$ cat config.mk
export PLATFORM = sky130hd
export DESIGN_NAME = pipf_ram
export DESIGN_NICKNAME = d
export VERILOG_FILES = /design/src/rtl/pipf_ram.sv
export SDC_FILE = /design/constraint.sdc
export NUM_CORES = 1
export LEC_CHECK = 0
export BUFFER_PORTS_ARGS = -buffer_cell sky130_fd_sc_hd__buf_2
export CAP_MARGIN = 20
export CORE_UTILIZATION = 54
export DETAILED_ROUTE_END_ITERATION = 16
export PLACE_DENSITY = 0.82
export SYNTH_ARGS = -nofsm -noshare
export SYNTH_HDL_FRONTEND = slang
export SYNTH_SLANG_ARGS = --single-unit
$ cat constraint.sdc
create_clock -name clk -period 1.8 [get_ports clk]
set_input_delay 0.27 -clock clk [delete_from_list [all_inputs] [get_ports clk]]
set_output_delay 0.27 -clock clk [all_outputs]
set_load 0.1 [all_outputs]
$ cat src/rtl/pipf_ram.sv
`default_nettype none
// ----------------------------------------------------------------------------
// pipf_ram
// generic single write port, single read port ram with registered read
// ----------------------------------------------------------------------------
module pipf_ram #(
  parameter int WIDTH = 8,
  parameter int DEPTH = 16
) (
  input  wire logic                     clk,
  input  wire logic                     we,
  input  wire logic [$clog2(DEPTH)-1:0] waddr,
  input  wire logic [WIDTH-1:0]         wdata,
  input  wire logic [$clog2(DEPTH)-1:0] raddr,
  output logic      [WIDTH-1:0]         rdata
);

  logic [WIDTH-1:0] mem [DEPTH];

  always_ff @(posedge clk) begin
    if (we) begin
      mem[waddr] <= wdata;
    end
    rdata <= mem[raddr];
  end

endmodule
`default_nettype wire

**Yosys cells after proc, flatten, opt, wreduce, memory -nomap -nowiden**

Memories as Yosys holds them, arrays and structs flattened. A register that Yosys moved wholly into a read port is not among the register bits.
Cells that the tools add are included.

- Multiplexer cells: 2

Operators with widths:

| operator | count |
|---|---|
| $mux W1 | 2 |

- Register bits: 0
- Memories: 1
- Memory bits (writable): 128
- Bits of input ports: 18
- Output and inout port bits: 8
- Logic and storage cells: 3

Memory list:

| memory | depth | width | rd ports | clocked after Yosys merged registers in | wr ports | RTL line | RTL |
|---|---|---|---|---|---|---|---|
| mem | 16 | 8 | 1 | 1 | 1 | 18 | `logic [WIDTH-1:0] mem [DEPTH];` |

**Longest topological paths before layout**

- Depth after elaboration: 2
- Gate-level depth with buffers: 5
- Gate-level depth less buffers: 3

**Worst setup path before layout**

OpenSTA, ideal clock, no wires.

- Path type: input port to flip-flop
- Start point: input port waddr[2]
- End point: memory mem[0][0] (enable)
- Arrival: 1.380 ns
- Stages on the path: 2
- Buffers on the path: 0
- Setup time: 0.383 ns
- Slack: 0.037 ns
- Required time: 1.417 ns
- Path through: or3b_2 nor3_1

RTL lines:

| item | RTL line | RTL |
|---|---|---|
| start, declared | 12 | `input wire logic [$clog2(DEPTH)-1:0] waddr,` |
| end, declared | 18 |  |

No word-level cell before the write port.

**Final worst setup path**

- Start point: register rdata[2] (read register of mem)
- End point: output port rdata[2]

RTL lines:

| item | RTL line | RTL |
|---|---|---|
| start, declared | 15 | `output logic [WIDTH-1:0] rdata` |

No word-level cell between the ends.

==> results.txt <==
Overall Power -> 7.45 mW
Setup Crit Path Kind -> reg2out
Max transition margin -> 0.672
Total wire length -> 10500 microns
Row count -> 35
Met3 GRT Util -> 0.0738
Worst Hold Launch -> wdata[4]
Clk Latency, worst-skew pair -> 0.52 ns
Final max-slew violation count -> 0
Drt first pass iters -> 4
Core Box Area -> 0.00924 sq mm
Setup repair bufs after CTS -> 0
DR WL/cell -> 24.4 microns
Fin crit share -> 0.880
Pwr/cell area -> 1210 mW/mm^2
Via Count -> 2556
CTS tree -> built
Gp weighted congestion -> 0.733
Clock skew -> 0.0158 ns
Dpl hpwl -> 6250 microns
Die outline height -> 99.6 microns
Fmax -> 631 MHz
Tot GR Track Use -> 0.240
Yosys Warn Count -> 0
CTS sink count -> 136
Fin nets -> 304
Tightest Pin Transition -> 0.496 ns
Met1 usage -> 0.316
Setup WS pre-CTS -> 0.0636 ns
Cell taking the most area after synthesis -> edfxtp_1
Layout area overhead -> 19.4%
Status -> finished, final reports clean
Largest net degree at the start of global routing -> 33
RSZ-0062 raised after global routing -> no
Area of the multi-input gates -> 0.00106 sq mm
ANT cells -> 0
First-iteration detailed-routing DRC count -> 207
Slowest CP cell -> buf_2
Clk slew on worst S/H paths -> 0.06 ns
Clock root buffer -> clkbuf_8
Gr busiest metal -> met2
Initial Util -> 0.557
Post-route ant nets -> 0
Share of layout cells above drive strength 1 -> 0.321
CTS HTree Levels -> 4
Final instance count without filler cells -> 428
Vias per Instance -> 5.97
TritonCTS Buffers -> 17
Placed Cells -> 396
Leak -> 2.11 nW
Distinct cells, synth -> 19
First-pass GRT wire length -> 16100 microns
Post-Route Setup TNS -> 0 ns
Hold crit path type -> in2reg
Synth area leaders -> edfxtp_1 (75%), mux4_2 (7.9%), mux4_1 (7.1%)
CP delay by family, top -> buffers and inverters
Reg-to-reg startpoint -> mem[10][2]
Total area of sequential cells -> 0.00400 sq mm
Kind of end point of the critical path -> output port
Initial antenna violation count -> 0
GR Overflow Total -> 0
Data required, critical path -> 1.53 ns
Hold Path End -> mem[5][4]
WHS -> 0.115 ns
Met2 GRT Util -> 0.372
Worst-path cell chain -> buf_2
R2R cell count -> 3
Die area -> 0.00993 sq mm
Crit path time final -> 1.58 ns
Slowest stage delay, CP -> 0.44 ns
Port Buffer Count -> 25
Hold path cells -> 1
Die X -> 99.6 microns
Post-Syn Area -> 0.00515 sq mm
Resized cells post-CTS -> 0
Critical Path AT -> 1.31 ns
R2R setup slack -> 0.41 ns
Final WS setup -> 0.216 ns
Residual DRC -> 0
R2r endpoint -> rdata[2]
Post-synthesis sequential area ratio -> 0.778
Post-cts hold buffer count -> 0
Maximum VDD drop -> 1.08 mV
Share of the synthesized area in the top cell type -> 0.747
Number of global-route vias before repair -> 2634
Filler cell count -> 571
Io pins -> 26
Mean Syn Cell Area -> 22.5 sq um
Max Cap Viol -> 0
Buf/Inv on CP -> 1
Worst-path maximum fanout -> 1
Maximum clock path buffer count -> 2
Gate Count Post-Synth -> 229
#FFs+latches synth -> 136
Hold Fails Final Rpt -> 0
Critical Path Start Type -> flip-flop
Syn_nets -> 247
Setup violators final -> 0
[routing by layer]
| layer | share of wire | vias up |
|---|---|---|
| met5 | 0 | - |
| met1 | 0.39 | 1331 |
| li1 | - | 1089 |
| met2 | 0.51 | 126 |
| met3 | 0.087 | 10 |
| met4 | 0.016 | 0 |
[final cells by class]
cell class,count,share of cell area
clock inverters,11,0.0244
flip-flops and latches,136,0.651
well taps,129,0.0263
clock buffers,21,0.0714
repair buffers,48,0.0545
multi-input cells,83,0.172
[report_power, final]
part | internal, mW | switching (mW) | total [mW]
Sequential | 3.54 | 0.0243 | 3.57
Clock | 2.15 | 1.25 | 3.40
Combinational | 0.150 | 0.342 | 0.491
[stage by stage]
stage               area [sq um]  utilization
floorplan                   5150            -
global placement            5560        0.601
detailed placement          5560        0.601
CTS                         6150        0.665
global route                6150        0.665
finish                      6150        0.665
[cell usage in the layout, fill, tap and decap left out, types with 8 or more instances in the layout]
cell type    n
clkbuf_16   16
nand2_1      9
edfxtp_1   128
a22oi_1     16
dfxtp_1      8
nor2_1      13
buf_2       25
mux4_1      14
buf_4       20
mux4_2      18
[synthesized netlist by cell type]
library cell       n
edfxtp_1         128
mux4_2            18
a22oi_1           16
mux4_1            14
nor2_1            13
nand2_1            9
dfxtp_1            8
nor3_1             4
buf_2              3
buf_6              3
clkdlybuf4s25_2    3
nand2b_1           2
nand3b_1           2
and2_1             1
and2b_1            1
buf_4              1
nand3_1            1
nor2b_1            1
or3b_2             1
[state kept, by name, indices dropped and copies added, names as in the netlist]
register,cells
rdata,8
mem,128
[worst max path at each step]
stage	from	to	slack (ns)	cells past startpoint
floorplan	waddr[2]	mem[0][0]	0.04	2
global placement	raddr[0]	rdata[5]	0.12	5
detailed placement	raddr[0]	rdata[5]	0.06	5
CTS	rdata[2]	rdata[2]	0.19	1
global route	rdata[1]	rdata[1]	0.19	1
finish	rdata[2]	rdata[2]	0.22	1
[logic make-up after synthesis]
family                 Yosys count  share of synthesized area
AO/OA/AOI/OAI                   16                     0.0233
buffers and inverters           10                     0.0168
flip-flops                     136                      0.778
multiplexers                    32                      0.150
AND/OR/NAND/NOR                 35                     0.0318
Power figures use the tool's default switching activity.
