## src/rtl/pipf_pkg.sv

```systemverilog
`default_nettype none
// ----------------------------------------------------------------------------
// pipf_pkg
// shared constants, codes and types of the point in polygon filter
// ----------------------------------------------------------------------------
package pipf_pkg;

  localparam int MAX_VERTICES = 64;
  localparam int ADDR_W       = $clog2(MAX_VERTICES);
  localparam int COUNT_W      = $clog2(MAX_VERTICES + 1);
  localparam int COORD_W      = 24;
  localparam int DIFF_W       = COORD_W + 1;
  localparam int PROD_W       = 2 * DIFF_W;
  localparam int VERT_W       = 2 * COORD_W;
  localparam int OP_W         = 2;
  localparam int IN_DATA_W    = 48;
  localparam int OUT_DATA_W   = 56;

  typedef enum logic [OP_W-1:0] {
    OP_CLEAR  = 2'd0,
    OP_APPEND = 2'd1,
    OP_TEST   = 2'd2
  } op_t;

  typedef enum logic [1:0] {
    ST_IDLE,
    ST_WALK,
    ST_DRAIN,
    ST_DONE
  } state_t;

  typedef struct packed {
    logic               valid;
    logic [COORD_W-1:0] xi;
    logic [COORD_W-1:0] yi;
    logic [COORD_W-1:0] xj;
    logic [COORD_W-1:0] yj;
    logic [COORD_W-1:0] x;
    logic [COORD_W-1:0] y;
  } edge_req_t;

  typedef struct packed {
    logic valid;
    logic hit;
    logic busy;
  } edge_rsp_t;

endpackage
`default_nettype wire

```

## src/rtl/pipf_edge.sv

```systemverilog
`default_nettype none
// ----------------------------------------------------------------------------
// pipf_edge
// two stage edge crossing unit: differences, then cross products and compare
// ----------------------------------------------------------------------------
module pipf_edge
  import pipf_pkg::*;
(
  input  wire logic      clk,
  input  wire logic      rst,
  input  wire edge_req_t req,
  output edge_rsp_t      rsp
);

  logic                     v1;
  logic                     straddle1;
  logic                     dy_pos1;
  logic signed [DIFF_W-1:0] dy1;
  logic signed [DIFF_W-1:0] ax1;
  logic signed [DIFF_W-1:0] bx1;
  logic signed [DIFF_W-1:0] cy1;

  logic                     v2;
  logic                     straddle2;
  logic                     dy_pos2;
  logic signed [PROD_W-1:0] lhs2;
  logic signed [PROD_W-1:0] rhs2;

  logic signed [DIFF_W-1:0] xi_s, yi_s, xj_s, yj_s, x_s, y_s;

  assign xi_s = DIFF_W'($signed(req.xi));
  assign yi_s = DIFF_W'($signed(req.yi));
  assign xj_s = DIFF_W'($signed(req.xj));
  assign yj_s = DIFF_W'($signed(req.yj));
  assign x_s  = DIFF_W'($signed(req.x));
  assign y_s  = DIFF_W'($signed(req.y));

  always_ff @(posedge clk) begin
    if (rst) begin
      v1 <= 1'b0;
      v2 <= 1'b0;
    end else begin
      v1 <= req.valid;
      v2 <= v1;
    end
    straddle1 <= (yi_s > y_s) != (yj_s > y_s);
    dy_pos1   <= yj_s > yi_s;
    dy1       <= yj_s - yi_s;
    ax1       <= x_s - xi_s;
    bx1       <= xj_s - xi_s;
    cy1       <= y_s - yi_s;

    straddle2 <= straddle1;
    dy_pos2   <= dy_pos1;
    lhs2      <= PROD_W'(ax1) * PROD_W'(dy1);
    rhs2      <= PROD_W'(bx1) * PROD_W'(cy1);
  end

  always_comb begin
    rsp.valid = v2;
    rsp.hit   = straddle2 && (dy_pos2 ? (lhs2 < rhs2) : (lhs2 > rhs2));
    rsp.busy  = v1 || v2;
  end

endmodule
`default_nettype wire
```

## config.mk

```make
export PLATFORM = sky130hd
export DESIGN_NAME = pipf_edge
export DESIGN_NICKNAME = d
export VERILOG_FILES = /design/src/rtl/pipf_pkg.sv /design/src/rtl/pipf_edge.sv
export SDC_FILE = /design/constraint.sdc
export NUM_CORES = 2
export LEC_CHECK = 0
export ABC_AREA = 0
export BUFFER_PORTS_ARGS = -buffer_cell sky130_fd_sc_hd__clkbuf_2
export CAP_MARGIN = 15
export CORE_MARGIN = 2
export CORE_UTILIZATION = 27
export CTS_CLUSTER_DIAMETER = 150
export DETAILED_ROUTE_END_ITERATION = 6
export GPL_ROUTABILITY_DRIVEN = 0
export REMOVE_ABC_BUFFERS = 1
export SKIP_CTS_REPAIR_TIMING = 1
export SLEW_MARGIN = 20
export SYNTH_ARGS = -nofsm -noshare
export SYNTH_HDL_FRONTEND = slang
export SYNTH_SLANG_ARGS = --single-unit
```

## constraint.sdc

```tcl
create_clock -name clk -period 9 [get_ports clk]
set_clock_uncertainty 0.05 [all_clocks]
set_input_delay 0.45 -clock clk [delete_from_list [all_inputs] [get_ports clk]]
set_output_delay 0.45 -clock clk [all_outputs]
set_load 0.02 [all_outputs]
```

Yosys cells after proc, flatten, opt, wreduce, memory -nomap -nowiden --
Index checks and enable logic that the tools add are counted.
Cells by class: $add $sub $neg 4, $mul 2, order comparisons 5, eq/ne operators 1, muxes and demuxes 1, reductions and logical operators 2
Operator list (count):
- 25-bit by 25-bit multiplier with 50-bit output | 2
- 24-bit by 24-bit subtractor with 25-bit output | 4
- 24-bit greater-than comparator | 3
- 50-bit greater-than comparator | 1
- 50-bit less-than comparator | 1
- 1-bit logical AND | 1
- 1-bit logical OR | 1
- 1-bit 2-to-1 mux | 1
- 1-bit inequality test | 1
Storage, ports and cells: flip-flop bits (word level) 206, bits of input ports 147, output and inout bits 3, logic and storage cells 27

Longest topological paths before layout --
word-level depth 3, depth in mapped cells 29, depth with buffers taken out 26

Least setup slack after synthesis --
OpenSTA, ideal clock, no wires.
kind register to register, start register cy1[4], end register rhs2[47], library setup time 0.148 ns, data arrival time 6.955 ns, setup slack 1.847 ns, stages on the path, launching flop included 30, buffers on the path 3, clock period less this slack 7.153 ns, cells stage by stage dfxtp_1 > clkbuf_1 > clkbuf_1 > nand2_1 > fa_1 > inv_1 > fa_1 > inv_1 > fa_1 > inv_1 > fa_1 > inv_1 > fa_1 > inv_1 > fa_1 > inv_1 > fa_1 > inv_1 > ha_1 > buf_6 > a21oi_4 > a21oi_1 > or3_1 > a221o_1 > o311ai_2 > a31oi_2 > a221oi_4 > o21ai_2 > nand4_1 > o311ai_2
On the way: cells in the longest elaborated chain, start to end 1
Ends and longest elaborated chain:
- start: declaration | RTL line pipf_edge.sv:21 | logic signed [DIFF_W-1:0] cy1;
- start signal: assignment | RTL line pipf_edge.sv:51 | cy1 <= y_s - yi_s;
- 25-bit by 25-bit multiplier with 50-bit output | RTL line pipf_edge.sv:56 | rhs2 <= PROD_W'(bx1) * PROD_W'(cy1);
- end signal: assignment | RTL line pipf_edge.sv:56
- end: declaration | RTL line pipf_edge.sv:27 | logic signed [PROD_W-1:0] rhs2;
Every way passes these cells. A chain may end at the register's enable or synchronous reset.

Worst setup path after layout --
start register dy1[2], end register lhs2[48]
On the way: cells in the longest elaborated chain, start to end 1
Ends and longest elaborated chain:
- start: declaration | RTL line pipf_edge.sv:18 | logic signed [DIFF_W-1:0] dy1;
- start signal: assignment | RTL line pipf_edge.sv:48 | dy1 <= yj_s - yi_s;
- 25-bit by 25-bit multiplier with 50-bit output | RTL line pipf_edge.sv:55 | lhs2 <= PROD_W'(ax1) * PROD_W'(dy1);
- end signal: assignment | RTL line pipf_edge.sv:55
- end: declaration | RTL line pipf_edge.sv:26 | logic signed [PROD_W-1:0] lhs2;
Every way passes these cells.

==> results.cfg <==
[outcome]
status = completed

[clock_network]
numCtsBuffers = 31
cts_tree = built
clockBufferDepth = 3
clkLatencyLatePin_ns = 0.62
h-tree-depth = 1
path_clk_slew_ns = 0.06
clock_sink_count = 206
root_buffer = clkbuf_16

[yosys]
yosysSeqAreaShare_pct = 7.38
synth-edff-count = 0
synth_seq_cells = 206
ys.flop_type = dfxtp_1
synth.distinct_cells = 70
ys.warnings.count = 0
async_reset_ff_share_pct = 0
avgSynthCellArea_um2 = 9.28
synth_top_area_cell = fa_1
synth_top_area_share_pct = 47.3
synth_area_leaders = fa_1, ha_1, inv_1
synthCells = 6021
syn_area_um2 = 55900

[layout]
fillers = 21505
drive_above_1_share_pct = 5.37
syn2layout_area_growth_pct = 9.33
nNetsFinal = 8004

[critical_path]
worst-path-stages = 24
cp_max_fo = 25
slowest_stage = dfxtp_1
r2r-end = lhs2[48]
critPathRequiredTime_ns = 9.44
cp-startpoint = dy1[2]
crit_family = adder cells
reg2reg_depth = 24
cp-start-kind = flip-flop
path_cells = and2_1 -> fa_1 -> fa_1 -> inv_1 -> fa_1 -> inv_1 -> fa_1 -> inv_1 -> fa_1 -> inv_1 -> fa_1 -> inv_1 -> fa_1 -> inv_1 -> ha_1 -> a21oi_1 -> o21ai_0 -> a221oi_1 -> a21oi_1 -> o211ai_1 -> a21oi_1 -> o41ai_1 -> o21ai_0 -> xor2_1
cpMostUsedCell = fa_1
crit_path_end_kind = flip-flop
critical_path_class = reg -> reg
cp_data_arrival_time_ns = 8.49
reg2reg_from = dy1[2]
rrSetupSlack_ns = 0.95
max_stage_delay_ns = 0.94
cp.buffers_inverters = 6
endpoint = lhs2[48]

[routing]
routed_wl_um = 160000
vias_per_cell = 4.52
ant_nets = 0
drt-initial-drc-count = 2142
avgRoutedWirePerCell_um = 18.1
drc_errors = 0
vias = 40022
first_pass_iters = 6

[global_routing]
grt_pass1_vias = 44678
grt_max_degree = 26
grt_antenna_before_repair = 24
grt_usage_pct = 15.6
grt_first_pass_wirelength_um = 252000
grt_overflow_total = 0

[timing]
setup_viol = 0
report.final.slew_viol_count = 0
worst_pin_slew_ns = 1.15
fin_tns_setup_ns = 0
final-hold-violation-count = 0
post-route-min-period_ns = 8.05
fmax_mhz = 124
slew_headroom_pct = 23.4
rsz0062_at_grt = false
period_share_pct = 89.5

[die]
die_area_um2 = 211000
ios = 150
rows = 166
fp.dieW_um = 459
start_util_pct = 27.2
core-area_um2 = 205000
die_h_um = 459

[hold_path]
hp-class = in -> reg
hold_path_depth = 3

[placed_design]
dpl.hpwl_um = 137000
numPortBuffers = 149

[run]
drv_cap = 0
## synth_stat cells, types with 18 or more instances
cell and n:
a21o_1 77, a21oi_1 172, a31oi_1 18, and2_1 606, and3_1 28, clkbuf_1 213, dfxtp_1 206, fa_1 1320
ha_1 454, inv_1 1446, nand2_1 680, nand2b_1 49, nand3_1 36, nand4_1 27, nor2_1 136, nor2b_1 40
nor3_1 29, o21a_1 31, o21ai_0 90, xnor2_1 146, xor2_1 45
## worst min path at each step
stage	start	end	slack, ns
6_report	req[120]	bx1[0]	0.07
3_3_place_gp	straddle1	straddle2	0.26
2_1_floorplan	dy_pos1	dy_pos2	0.26
5_1_grt	req[120]	bx1[0]	0.06
3_5_place_dp	straddle1	straddle2	0.27
4_1_cts	rst	v2	-0.10
## cells in the final DEF, fill, tap and decap left out, types with 45 or more instances in the layout
cell type and n:
nor2_1 136, xor2_1 45, a21o_1 77, buf_4 97, nand2_1 680, ha_1 454, a21oi_1 172, xnor2_1 146
inv_1 1446, clkbuf_2 149, and2_1 606, fa_1 1320, nand2b_1 49, o21ai_0 88, dfxtp_1 205, diode_2 50
## stage by stage
stage	util [%]	instances	area, um2	hold slack, ns	setup WS (ns)
after floorplan	-	5802	55000	0.260	1.90
after global placement	29.2	8736	59900	0.265	1.09
after detailed placement	29.2	8736	59900	0.268	1.05
after CTS	29.7	8794	60900	-0.101	1.06
after global routing	29.8	8846	61100	0.0581	0.441
final	29.8	8846	61100	0.0665	0.947
## cell type report
class,instances,area [um2],share of cell area (%)
Multi-Input combinational cell,4148,45500,74.5
Inverter,1448,5440,8.90
Sequential cell,206,4130,6.75
Tap cell,2688,3360,5.51
Timing Repair Buffer,248,1490,2.45
Clock buffer,38,822,1.35
Clock inverter,20,228,0.373
Antenna cell,50,125,0.205
## logic make-up (layout without fill, tap and decap cells)
group                      Yosys count  after routing  synth area share, %
adders and majority gates         1774           1774                 57.5
buffers and inverters             1667           1754                 11.2
and+or+nand+nor                   1666           1666                 14.9
AOI/OAI and AO/OA                  514            514                 5.99
DFF                                206            206                 7.38
xor gates and xnor gates           191            191                 2.99
muxes                                3              3               0.0537
other                                0             50                    0
## state kept, by name, summed over array words and instances (netlist names)
register   count
ax1           25
straddle1      1
lhs2          50
cy1           25
straddle2      1
rhs2          50
bx1           25
v1             1
v2             1
dy1           25
dy_pos2        1
dy_pos1        1
## metal layers
metal | wire length (um) | global-route usage (%)
met5 | 42 | 0
met4 | 13800 | 11.5
met3 | 6960 | 1.64
met2 | 80500 | 27.3
met1 | 58800 | 17.4
## tightest hold or removal path, cell delays in order
cell and delay, ns:
clkbuf_2 0.09, ha_1 0.11, inv_1 0.04
Power is not shown: default switching activity piles up to over one toggle a cycle in this logic, so the estimate is an artifact.
